## src/sv/hhsp_pkg.sv

```systemverilog
`timescale 1ns / 1ps

package hhsp_pkg;

  typedef enum logic [3:0] {
    EvNone       = 4'd0,
    EvUriByte    = 4'd1,
    EvUriEnd     = 4'd2,
    EvNameByte   = 4'd3,
    EvNameEnd    = 4'd4,
    EvValueByte  = 4'd5,
    EvHeaderEnd  = 4'd6,
    EvLineDone   = 4'd7,
    EvStatusByte = 4'd8,
    EvHeadDone   = 4'd9,
    EvError      = 4'd10,
    EvIgnored    = 4'd11
  } event_e;

  localparam logic [2:0] MethodMax = 3'd6;

  typedef struct packed {
    logic [7:0] byte_in;
    logic       start_message;
  } in_beat_t;

  typedef struct packed {
    event_e     event_res;
    logic [7:0] data_out;
    logic [2:0] method_code;
    logic       version_minor;
  } out_beat_t;

endpackage

```

## src/sv/hhsp_core.sv

```systemverilog
`timescale 1ns / 1ps

module hhsp_core import hhsp_pkg::*; (
  input  logic      clk_i,
  input  logic      rst_ni,
  input  logic      step_i,
  input  logic      mode_i,
  input  in_beat_t  beat_i,
  output out_beat_t beat_o
);

  typedef enum logic [4:0] {
    StStart, StMethod, StSpUri, StUri, StUriHex1, StUriHex2, StUriQuery, StUriFrag,
    StSpVer, StVH, StVHt, StVHtt, StVHttp, StVSlash, StVOne, StVDot, StSpAfter,
    StLineCr, StHdrStart, StName, StSpValue, StValue, StHdrCr, StAllCr, StDone,
    StError, StStatus, StStatusCr
  } state_e;

  localparam logic [7:0] ChSp    = 8'h20;
  localparam logic [7:0] ChCr    = 8'h0d;
  localparam logic [7:0] ChLf    = 8'h0a;
  localparam logic [7:0] ChSlash = 8'h2f;
  localparam logic [7:0] ChPct   = 8'h25;
  localparam logic [7:0] ChQuest = 8'h3f;
  localparam logic [7:0] ChHash  = 8'h23;
  localparam logic [7:0] ChColon = 8'h3a;
  localparam logic [7:0] ChDash  = 8'h2d;
  localparam logic [7:0] ChDot   = 8'h2e;
  localparam logic [7:0] ChZero  = 8'h30;
  localparam logic [7:0] ChOne   = 8'h31;
  localparam logic [7:0] ChNine  = 8'h39;
  localparam logic [7:0] ChDel   = 8'h7f;
  localparam logic [7:0] ChLowA  = 8'h61;
  localparam logic [7:0] ChLowF  = 8'h66;
  localparam logic [7:0] ChLowH  = 8'h68;
  localparam logic [7:0] ChLowP  = 8'h70;
  localparam logic [7:0] ChLowT  = 8'h74;
  localparam logic [7:0] ChLowZ  = 8'h7a;
  localparam logic [7:0] CaseFold = 8'h20;

  // method names, seven characters, left aligned
  function automatic logic [55:0] meth_word(logic [2:0] m);
    logic [55:0] w;
    unique case (m)
      3'd0:    w = "GET    ";
      3'd1:    w = "HEAD   ";
      3'd2:    w = "POST   ";
      3'd3:    w = "OPTIONS";
      3'd4:    w = "DELETE ";
      3'd5:    w = "TRACE  ";
      3'd6:    w = "CONNECT";
      default: w = '0;
    endcase
    return w;
  endfunction

  function automatic logic [2:0] meth_len(logic [2:0] m);
    logic [2:0] n;
    unique case (m)
      3'd0:    n = 3'd3;
      3'd1:    n = 3'd4;
      3'd2:    n = 3'd4;
      3'd3:    n = 3'd7;
      3'd4:    n = 3'd6;
      3'd5:    n = 3'd5;
      3'd6:    n = 3'd7;
      default: n = 3'd0;
    endcase
    return n;
  endfunction

  function automatic logic [2:0] method_of(logic [7:0] c, output logic ok);
    logic [2:0] m;
    ok = 1'b1;
    unique case (c)
      "G":     m = 3'd0;
      "H":     m = 3'd1;
      "P":     m = 3'd2;
      "O":     m = 3'd3;
      "D":     m = 3'd4;
      "T":     m = 3'd5;
      "C":     m = 3'd6;
      default: begin
        m  = 3'd0;
        ok = 1'b0;
      end
    endcase
    return m;
  endfunction

  state_e     state_q, state_d;
  logic [2:0] meth_q, meth_d;
  logic [2:0] mpos_q, mpos_d;
  logic [3:0] hnib_q, hnib_d;
  logic       ver_q, ver_d;

  logic [7:0] c, f, mchar;
  logic [55:0] mword;
  logic [2:0] mfirst, cidx;
  logic       mok, is_ctl, is_letter, is_dig, is_af, bad;
  logic [3:0] hval;
  state_e     cur;
  event_e     ev;
  logic [7:0] data;

  always_comb begin
    c         = beat_i.byte_in;
    f         = c | CaseFold;
    is_ctl    = (c < ChSp) || (c == ChDel);
    is_letter = (f >= ChLowA) && (f <= ChLowZ);
    is_dig    = (c >= ChZero) && (c <= ChNine);
    is_af     = (f >= ChLowA) && (f <= ChLowF);
    hval      = is_dig ? c[3:0] : 4'(f - ChLowA + 8'd10);
    mfirst    = method_of(c, mok);

    // start_message clears everything before the byte is handled
    cur    = beat_i.start_message ? StStart : state_q;
    meth_d = beat_i.start_message ? 3'd0 : meth_q;
    mpos_d = beat_i.start_message ? 3'd0 : mpos_q;
    hnib_d = beat_i.start_message ? 4'd0 : hnib_q;
    ver_d  = beat_i.start_message ? 1'b0 : ver_q;

    mword   = meth_word(meth_d);
    cidx    = 3'(3'd6 - mpos_d);
    mchar   = mword[{cidx, 3'b000} +: 8];
    state_d = cur;
    ev      = EvNone;
    data    = 8'd0;
    bad     = 1'b0;

    unique case (cur)
      StStart: begin
        if (mode_i) begin
          if (c == ChCr) begin
            state_d = StStatusCr;
          end else begin
            state_d = StStatus;
            ev      = EvStatusByte;
            data    = c;
          end
        end else if (!mok) begin
          bad = 1'b1;
        end else begin
          meth_d  = mfirst;
          mpos_d  = 3'd1;
          state_d = StMethod;
        end
      end
      StMethod: begin
        if (meth_d > MethodMax) begin
          bad = 1'b1;
        end else if (mpos_d < meth_len(meth_d)) begin
          if (mchar == c) mpos_d = 3'(mpos_d + 3'd1);
          else bad = 1'b1;
        end else if (c == ChSp) begin
          state_d = StSpUri;
        end else begin
          bad = 1'b1;
        end
      end
      StSpUri: begin
        if (c == ChSlash) begin
          state_d = StUri;
          ev      = EvUriByte;
          data    = c;
        end else if (c != ChSp) begin
          bad = 1'b1;
        end
      end
      StUri, StUriHex1, StUriHex2, StUriQuery, StUriFrag: begin
        if (c == ChSp) begin
          if (cur == StUriHex1 || cur == StUriHex2) begin
            bad = 1'b1;
          end else begin
            state_d = StSpVer;
            ev      = EvUriEnd;
          end
        end else if (is_ctl) begin
          bad = 1'b1;
        end else if (cur == StUriFrag) begin
          ev = EvIgnored;
        end else if (cur == StUriHex1 || cur == StUriHex2) begin
          if (!(is_dig || is_af)) begin
            bad = 1'b1;
          end else if (cur == StUriHex1) begin
            hnib_d  = hval;
            state_d = StUriHex2;
          end else begin
            data    = {hnib_d, hval};
            ev      = EvUriByte;
            state_d = StUri;
          end
        end else if (c == ChHash) begin
          state_d = StUriFrag;
          ev      = EvIgnored;
        end else if (cur == StUri && c == ChPct) begin
          state_d = StUriHex1;
        end else begin
          if (cur == StUri && c == ChQuest) state_d = StUriQuery;
          ev   = EvUriByte;
          data = c;
        end
      end
      StSpVer: begin
        if (f == ChLowH) state_d = StVH;
        else if (c != ChSp) bad = 1'b1;
      end
      StVH: begin
        if (f == ChLowT) state_d = StVHt; else bad = 1'b1;
      end
      StVHt: begin
        if (f == ChLowT) state_d = StVHtt; else bad = 1'b1;
      end
      StVHtt: begin
        if (f == ChLowP) state_d = StVHttp; else bad = 1'b1;
      end
      StVHttp: begin
        if (c == ChSlash) state_d = StVSlash; else bad = 1'b1;
      end
      StVSlash: begin
        if (c == ChOne) state_d = StVOne; else bad = 1'b1;
      end
      StVOne: begin
        if (c == ChDot) state_d = StVDot; else bad = 1'b1;
      end
      StVDot: begin
        if (c == ChZero || c == ChOne) begin
          ver_d   = c[0];
          state_d = StSpAfter;
        end else begin
          bad = 1'b1;
        end
      end
      StSpAfter: begin
        if (c == ChCr) state_d = StLineCr;
        else if (c != ChSp) bad = 1'b1;
      end
      StLineCr, StStatusCr: begin
        if (c == ChLf) begin
          state_d = StHdrStart;
          ev      = EvLineDone;
        end else begin
          bad = 1'b1;
        end
      end
      StStatus: begin
        if (c == ChCr) begin
          state_d = StStatusCr;
        end else begin
          ev   = EvStatusByte;
          data = c;
        end
      end
      StHdrStart: begin
        if (c == ChCr) begin
          state_d = StAllCr;
        end else if (is_letter || c == ChDash) begin
          state_d = StName;
          ev      = EvNameByte;
          data    = c;
        end else begin
          bad = 1'b1;
        end
      end
      StName: begin
        if (is_letter || c == ChDash) begin
          ev   = EvNameByte;
          data = c;
        end else if (c == ChColon) begin
          state_d = StSpValue;
          ev      = EvNameEnd;
        end else begin
          bad = 1'b1;
        end
      end
      StSpValue: begin
        if (c == ChSp) begin
          ev = EvNone;
        end else if (!is_ctl) begin
          state_d = StValue;
          ev      = EvValueByte;
          data    = c;
        end else begin
          bad = 1'b1;
        end
      end
      StValue: begin
        if (c == ChCr) begin
          state_d = StHdrCr;
          ev      = EvHeaderEnd;
        end else if (!is_ctl) begin
          ev   = EvValueByte;
          data = c;
        end else begin
          bad = 1'b1;
        end
      end
      StHdrCr: begin
        if (c == ChLf) state_d = StHdrStart; else bad = 1'b1;
      end
      StAllCr: begin
        if (c == ChLf) begin
          state_d = StDone;
          ev      = EvHeadDone;
        end else begin
          bad = 1'b1;
        end
      end
      StDone: ev = EvIgnored;
      default: bad = 1'b1;
    endcase

    // sticky error, data forced to zero
    if (bad) begin
      state_d = StError;
      ev      = EvError;
      data    = 8'd0;
    end

    beat_o.event_res     = ev;
    beat_o.data_out      = data;
    beat_o.method_code   = meth_d;
    beat_o.version_minor = ver_d;
  end

  always_ff @(posedge clk_i or negedge rst_ni) begin
    if (!rst_ni) begin
      state_q <= StStart;
      meth_q  <= 3'd0;
      mpos_q  <= 3'd0;
      hnib_q  <= 4'd0;
      ver_q   <= 1'b0;
    end else if (step_i) begin
      state_q <= state_d;
      meth_q  <= meth_d;
      mpos_q  <= mpos_d;
      hnib_q  <= hnib_d;
      ver_q   <= ver_d;
    end
  end

endmodule

```

## src/sv/http_header_stream_parser_unit.sv

```systemverilog
`timescale 1ns / 1ps

// Channel  Direction  Handshake          Payload
// in       input      in_valid_i/stall   in_beat_t  (byte_in, start_message)
// out      output     out_valid_o/stall  out_beat_t (event, data, method, version)
// cfg      input      cfg_valid_i/ready  parse_mode, one bit
//
// One byte per cycle sustained while the output does not stall; a byte passes
// through the input register, then the result register, before its result
// beat leaves.
// The parser state feeds back through one combinational step, which sets the rate.
// Reset clears the parser state and parse_mode; no clearing pass is needed.
// A stalled result holds in the output register while the next byte waits
// in the input register; in_stall_o rises only when both are full.
module http_header_stream_parser_unit import hhsp_pkg::*; (
  input  logic      clk_i,
  input  logic      rst_ni,
  input  logic      in_valid_i,
  output logic      in_stall_o,
  input  in_beat_t  in_data_i,
  output logic      out_valid_o,
  input  logic      out_stall_i,
  output out_beat_t out_data_o,
  input  logic      cfg_valid_i,
  output logic      cfg_ready_o,
  input  logic      cfg_data_i
);

  in_beat_t  in_q;
  logic      in_valid_q;
  out_beat_t out_q, step_out;
  logic      out_valid_q;
  logic      mode_q;
  logic      advance;

  assign advance     = in_valid_q && (!out_valid_q || !out_stall_i);
  assign in_stall_o  = in_valid_q && !advance;
  assign cfg_ready_o = 1'b1;
  assign out_valid_o = out_valid_q;
  assign out_data_o  = out_q;

  hhsp_core u_core (
    .clk_i  (clk_i),
    .rst_ni (rst_ni),
    .step_i (advance),
    .mode_i (mode_q),
    .beat_i (in_q),
    .beat_o (step_out)
  );

  always_ff @(posedge clk_i or negedge rst_ni) begin
    if (!rst_ni) begin
      in_valid_q  <= 1'b0;
      out_valid_q <= 1'b0;
      mode_q      <= 1'b0;
    end else begin
      if (!in_stall_o) in_valid_q <= in_valid_i;
      if (advance) out_valid_q <= 1'b1;
      else if (!out_stall_i) out_valid_q <= 1'b0;
      if (cfg_valid_i) mode_q <= cfg_data_i;
    end
  end

  // payload registers, no reset
  always_ff @(posedge clk_i) begin
    if (!in_stall_o && in_valid_i) in_q <= in_data_i;
    if (advance) out_q <= step_out;
  end

endmodule

```

## config.mk

```make
export PLATFORM = sky130hd
export DESIGN_NAME = http_header_stream_parser_unit
export DESIGN_NICKNAME = d
export VERILOG_FILES = /design/src/sv/hhsp_pkg.sv /design/src/sv/hhsp_core.sv /design/src/sv/http_header_stream_parser_unit.sv
export SDC_FILE = /design/constraint.sdc
export NUM_CORES = 1
export LEC_CHECK = 0
export BUFFER_PORTS_ARGS = -buffer_cell sky130_fd_sc_hd__buf_2
export CAP_MARGIN = 20
export CORE_UTILIZATION = 30
export DETAILED_ROUTE_END_ITERATION = 7
export PLACE_DENSITY = 0.57
export RECOVER_POWER = 25
export SETUP_SLACK_MARGIN = 0.3
export SYNTH_ARGS = -nofsm -noshare
export SYNTH_HDL_FRONTEND = slang
export SYNTH_SLANG_ARGS = --single-unit
```

## constraint.sdc

```tcl
create_clock -name clk_i -period 3.8 [get_ports clk_i]
set_clock_uncertainty 0.1 [all_clocks]
set_input_delay 0.76 -clock clk_i [delete_from_list [all_inputs] [get_ports clk_i]]
set_output_delay 0.76 -clock clk_i [all_outputs]
set_load 0.1 [all_outputs]
```

# After elaboration in Yosys (flattened, before gate mapping)
# Cells that the tools add are included.
# totals
register_bits,44
in_bits,15
# op_classes
n_addsub,4
n_lt_le_gt_ge,8
eq_ne,58
shifts,1
mux,140
reduce_logical,29
# ops
op,count
55-bit case mux with 7 select lines,1
5-bit 2-to-1 mux,36
8-bit 2-to-1 mux,16
5-bit case mux with 20 select lines,1
4-bit 2-to-1 mux,22
8-bit by 6-bit equality test with 1-bit output (second input constant),10
8-bit by 7-bit equality test with 1-bit output (second input constant),8
8-bit case mux with 8 select lines,1
56-bit by 7-bit variable part select with 8-bit output,1
5-bit equality test (second input constant),11
3-bit 2-to-1 mux,16
4-bit case mux with 11 select lines,1
5-bit by 4-bit equality test with 1-bit output (second input constant),8
1-bit 2-to-1 mux,40
7-bit by 6-bit equality test with 1-bit output (second input constant),3
5-bit by 3-bit equality test with 1-bit output (second input constant),4
1-bit case mux with 18 select lines,1
3-bit case mux with 6 select lines,1
8-bit by 4-bit equality test with 1-bit output (second input constant),2
8-bit by 7-bit <= comparator with 1-bit output (second input constant),2
3-bit case mux with 5 select lines,1
5-bit by 2-bit equality test with 1-bit output (second input constant),2
2-bit OR reduction,5
3-bit equality test (second input constant),3
other kinds (27),44

# Depth between registers and ports, before layout
# logic_depth
depth_word,12
mapped_depth,15
ltp_nobuf,13

# Hierarchy
# A second synthesis with hierarchy kept.
# hier_totals
hier_cells,608
area_unflattened_um2,4595.7
# modules_own_cells
module,instances,cells_per_inst,area_per_inst_um2,seq_area_each_um2
hhsp_core,1,571,3704.8,400.4
http_header_stream_parser_unit,1,37,890.9,825.8

# Worst setup path after synthesis
# Ideal clock, no wire load.
# synth_timing
kind,register to register
startpoint,register in_q[0] (netlist bit)
endpoint,register u_core.mpos_q[2]
setup_ns,0.124
t_arrival_ns,3.826
path_slack_ns,-0.250
path_stages_with_launch,15
path_buffers,5
cell_sequence,edfxtp_1 -> buf_2 -> buf_2 -> buf_1 -> nor2b_1 -> ha_1 -> clkbuf_1 -> clkbuf_1 -> o41ai_1 -> o311ai_1 -> mux2_1 -> or4_4 -> nor4_4 -> a21oi_1 -> a211o_1
# synth_via
elab_chain_len,10
elab_cells_between_ends,30
# synth_lines
element,line_no,rtl
"start, declared",http_header_stream_parser_unit.sv:29,in_beat_t in_q;
"start signal, assigned",http_header_stream_parser_unit.sv:66,if (!in_stall_o && in_valid_i) in_q <= in_data_i;
branches (longest 9 deep; another with 56-bit by 7-bit variable part select with 8-bit output),--,
3-bit case mux with 2 select lines (*),hhsp_core.sv:131,unique case (cur)
"end signal, assigned",hhsp_core.sv:336,mpos_q <= mpos_d;
"end, declared",hhsp_core.sv:93,"logic [2:0] mpos_q, mpos_d;"
# Mark *: on every way between the ends. The select of a mux whose other input is x is not followed.
# A chain may end at the register's enable or synchronous reset.

# Worst setup path in the final report
# layout_timing
startpoint,register in_q[6] (netlist bit)
endpoint,register u_core.state_q[0]
# layout_via
elab_chain_len,11
elab_cells_between_ends,94
# layout_lines
element,line_no,rtl
branches (longest 10 deep; another with 8-bit by 6-bit >= comparator with 1-bit output),--,
5-bit 2-to-1 mux (*),hhsp_core.sv:314,if (bad) begin
"end signal, assigned",hhsp_core.sv:328,state_q <= StStart;
"end signal, assigned",hhsp_core.sv:334,state_q <= state_d;
"end, declared",hhsp_core.sv:91,"state_e state_q, state_d;"
# Mark *: on every way between the ends.

==> metrics <==
status=finished clean; Final Wtd Congestion=roughly 1; worst hold slack=roughly 0.40 ns; post-synthesis register bit count=44; CTS sink cnt=44; clock slew at reported path FFs=0.07 ns; switching share of power=a little under half; Synth Instances=554; Initial Utilization=between 30% and 40%; Detail Placement HPWL=between 10,000 and 15,000 um; Port Buffer Count=32; Data required, critical path=approximately 3.9 ns; initial drt markers=between 500 and 600; internal reg-to-reg setup slack=0.42 ns; CP peak stage delay=0.63 ns; # H-tree levels=2; measured slew at the worst slew-check pin=1.25 ns; DIE WIDTH=~120 um; Seq/Total Area, Yosys=around 28%; Yosys cell types=84; CP endpoint=u_core.state_q[0]; Gate power share=between 50% and 60%; Setup CP Type=flip-flop to flip-flop; total grt overflow=0; CP delay by family, top=simple AND/OR/NAND/NOR gates; Post-Syn Area=4380 um2; Fin Setup TNS=0 ns; largest net degree at the start of global routing=30; P per Cell Area=512 nW/um2; Final setup viols=0; Synth Warn #=0; CTS root buf=clkbuf_16; Final period util=approximately nine tenths; Reg2Reg Depth=9; clk_lat worst skew=slightly below 0.3 ns; clock share of power=around a fifth; Final Critical Period=approximately 3.4 ns; num rows=43; CTS buffer count=5; 1st-pass router iterations=6; Startpoint Class=flip-flop; Internal=1.44 mW; first-pass GRT wire length=25,300 um; height of the die=123 um; worst path cell trace=or4_4 -> nor3_4 -> a211oi_1 -> nor4_2 -> nand4_1 -> or4b_4 -> o22ai_4 -> nor4bb_4 -> o21ai_1; vias in the first global route=approximately 4,600; crit path from=in_q[6]; P&R area growth vs syn=20.4%; drt wl/cell=just over 20 um; Mapped Avg Cell Area=7.90 um2; via density per instance=6.05; Highest Clock Rate=slightly below 300 MHz; Core Region=roughly 14,000 um2; Rel. slew slack=16.4%; GRT Resource Usage Total=between 20 and 25%; dpl cells=768; Final Slew Violations=0; sequential power share=25.1%; vias=approximately 4,800; critical path endpoint category=flip-flop; unrepaired setup endpoints after global routing=false; Worst path slowest cell=or4_4; CTS max path bufs=2; Post-synth ARST share=a little over two fifths; antenna viol nets, final=0; die area=15,100 um2; predominant post-synthesis flop cell=edfxtp_1; Max FO, Critical Path=8; Hold Buf Count CTS=0; layout cells sized above 1=22.2%; drt drc=0; EDFF count, synth=25; Sw Pwr=around 1.3 mW; Pleak=just over 2 nW; DP Area=4950 um2; post-route core utilization=a little under two fifths; antenna violations before repair=0; Post-Syn Nets=just under 600; Crit path arrival time=about 3.5 ns; Buf/Inv on CP=0; Fin. Hold Viols=0; # IOs=34; MaxCap Viol Count=0; Crit path depth=9; peak supply drop=roughly 0.25 mV; CTS tree=yes; drt total wl=approximately 16,000 um; worst hold path class=flip-flop to flip-flop; Ant. Diodes=0; nets=630; r2r startpoint=in_q[6]; Post-Layout Cell Count=a little under 800; Final Cell Area=roughly 5300 um2; FF-to-FF End=u_core.state_q[0]
[kinds of logic (layout without fill, tap and decap cells)]
| kind of cell | Yosys count | count (layout) | synth area share [%] |
|---|---|---|---|
| xor gates and xnor gates | 13 | 13 | 2.77 |
| and+or+nand+nor | 258 | 258 | 32.2 |
| DFF | 44 | 44 | 28.0 |
| adders and majority gates | 10 | 10 | 2.80 |
| buffers and inverters | 58 | 111 | 5.98 |
| other | 1 | 1 | 0.0857 |
| muxes | 11 | 11 | 2.72 |
| AOI/OAI and AO/OA | 159 | 159 | 25.4 |
[metal layers]
layer	track usage [%]	wire [um]
met1	29.5	6930
met3	4.09	1350
met5	0	0
met2	35.2	7370
met4	8.77	614
[metrics by stage]
| stage | setup WS, ns | power [mW] |
|---|---|---|
| floorplan | 0.310 | 1.67 |
| global placement | 0.276 | 2.09 |
| detailed placement | 0.172 | 2.07 |
| CTS | 0.305 | 2.60 |
| global route | 0.307 | 2.82 |
| finish | 0.425 | 2.70 |
[synth_stat cells, drive strengths merged (5+ instances only)]
library cell  number  share of area (%)
a22o               9                1.8
or2                9                1.3
a211oi             5               0.86
nor3              22                2.9
buf               18                2.5
xor2               5                1.0
nand3             28                3.2
o311ai             5                1.0
dfrtp             19                 11
and3               5               0.71
a21o               5               0.86
edfxtp            25                 17
a31oi             14                2.0
mux2               7                1.8
nor2              50                4.3
nor4               9                1.8
nor2b             24                3.5
clkbuf            23                2.0
o211ai            15                2.6
a22oi              5               0.86
or4                5                1.0
ha                 9                2.6
nor3b              5               0.86
xnor2              8                1.8
nand2b            12                1.7
nand4              7                1.0
o22ai             10                1.6
inv               17                1.5
a21oi             23                2.6
and2               5               0.71
nand2             55                4.7
o21ai             30                3.4
[registers in the layout, indices dropped and copies added, names as in the netlist]
name            count
out_data_o         16
in_q                9
u_core.state_q      5
u_core.hnib_q       4
u_core.meth_q       3
u_core.mpos_q       3
in_valid_q          1
mode_q              1
out_valid_o         1
u_core.ver_q        1
[placed cells by master, fill, tap and decap left out, types with 5 or more instances in the layout]
cell	synthesis	final
nor2b_1	23	20
o211ai_1	15	15
nor4_1	7	6
xnor2_1	7	7
edfxtp_1	25	25
a21o_1	5	5
o21ai_1	5	5
o22ai_1	9	9
a31oi_1	14	14
xor2_1	5	5
nand3_1	28	27
a21oi_1	23	23
mux2_2	6	6
ha_1	9	6
clkbuf_16	0	5
nor3_1	20	20
a22o_1	9	9
or2_2	8	8
a22oi_1	5	5
nor2_1	49	49
o21ai_0	25	25
nor3b_1	5	5
dfrtp_1	19	19
buf_4	4	52
buf_2	11	30
nand2b_1	12	11
nand4_1	7	7
and3_1	5	5
nand2_1	55	55
inv_1	15	15
[power by group through the flow]
| stage | clock network [mW] | logic, mW | registers, mW |
|---|---|---|---|
| 6_report | 0.523 | 1.50 | 0.677 |
| 5_1_grt | 0.546 | 1.59 | 0.685 |
| 4_1_cts | 0.532 | 1.39 | 0.675 |
| 3_5_place_dp | 0 | 1.38 | 0.685 |
| 3_3_place_gp | 0 | 1.41 | 0.686 |
| 2_1_floorplan | 0 | 0.858 | 0.813 |
[worst min path at each step]
| stage | start | end | slack (ns) | cells after the start |
|---|---|---|---|---|
| floorplan | u_core.mpos_q[1] | u_core.mpos_q[1] | 0.35 | 2 |
| global placement | in_valid_q | out_valid_o | 0.38 | 1 |
| detailed placement | in_valid_q | out_valid_o | 0.39 | 1 |
| CTS | rst_ni | u_core.ver_q | 0.35 | 1 |
| global route | u_core.mpos_q[1] | u_core.mpos_q[1] | 0.43 | 2 |
| finish | in_valid_q | out_valid_o | 0.40 | 1 |
[area by class of cell]
type                            count  area, um2
Clock inverter                      3       46.3
Inverter                           17       63.8
Timing Repair Buffer               86        588
Multi-Input combinational cell    452       2990
Tap cell                          180        225
Clock buffer                        5        125
Fill cell                        1449       8770
Sequential cell                    44       1230
[worst reg2reg max path, cell delays in order (launching register included)]
cell and delay, ns:
edfxtp_1 0.54, or4_4 0.63, nor3_4 0.22, a211oi_1 0.13, nor4_2 0.31, nand4_1 0.22, or4b_4 0.54, o22ai_4 0.24
nor4bb_4 0.25, o21ai_1 0.08
[what timing repair did]
action | CTS | global route
resized for setup | 6 | 8
pin swaps | 0 | 1
endpoints found under the setup margin | 2 | 9
setup buffers | 3 | 8
Note: power is estimated with default switching activity, not from simulation.
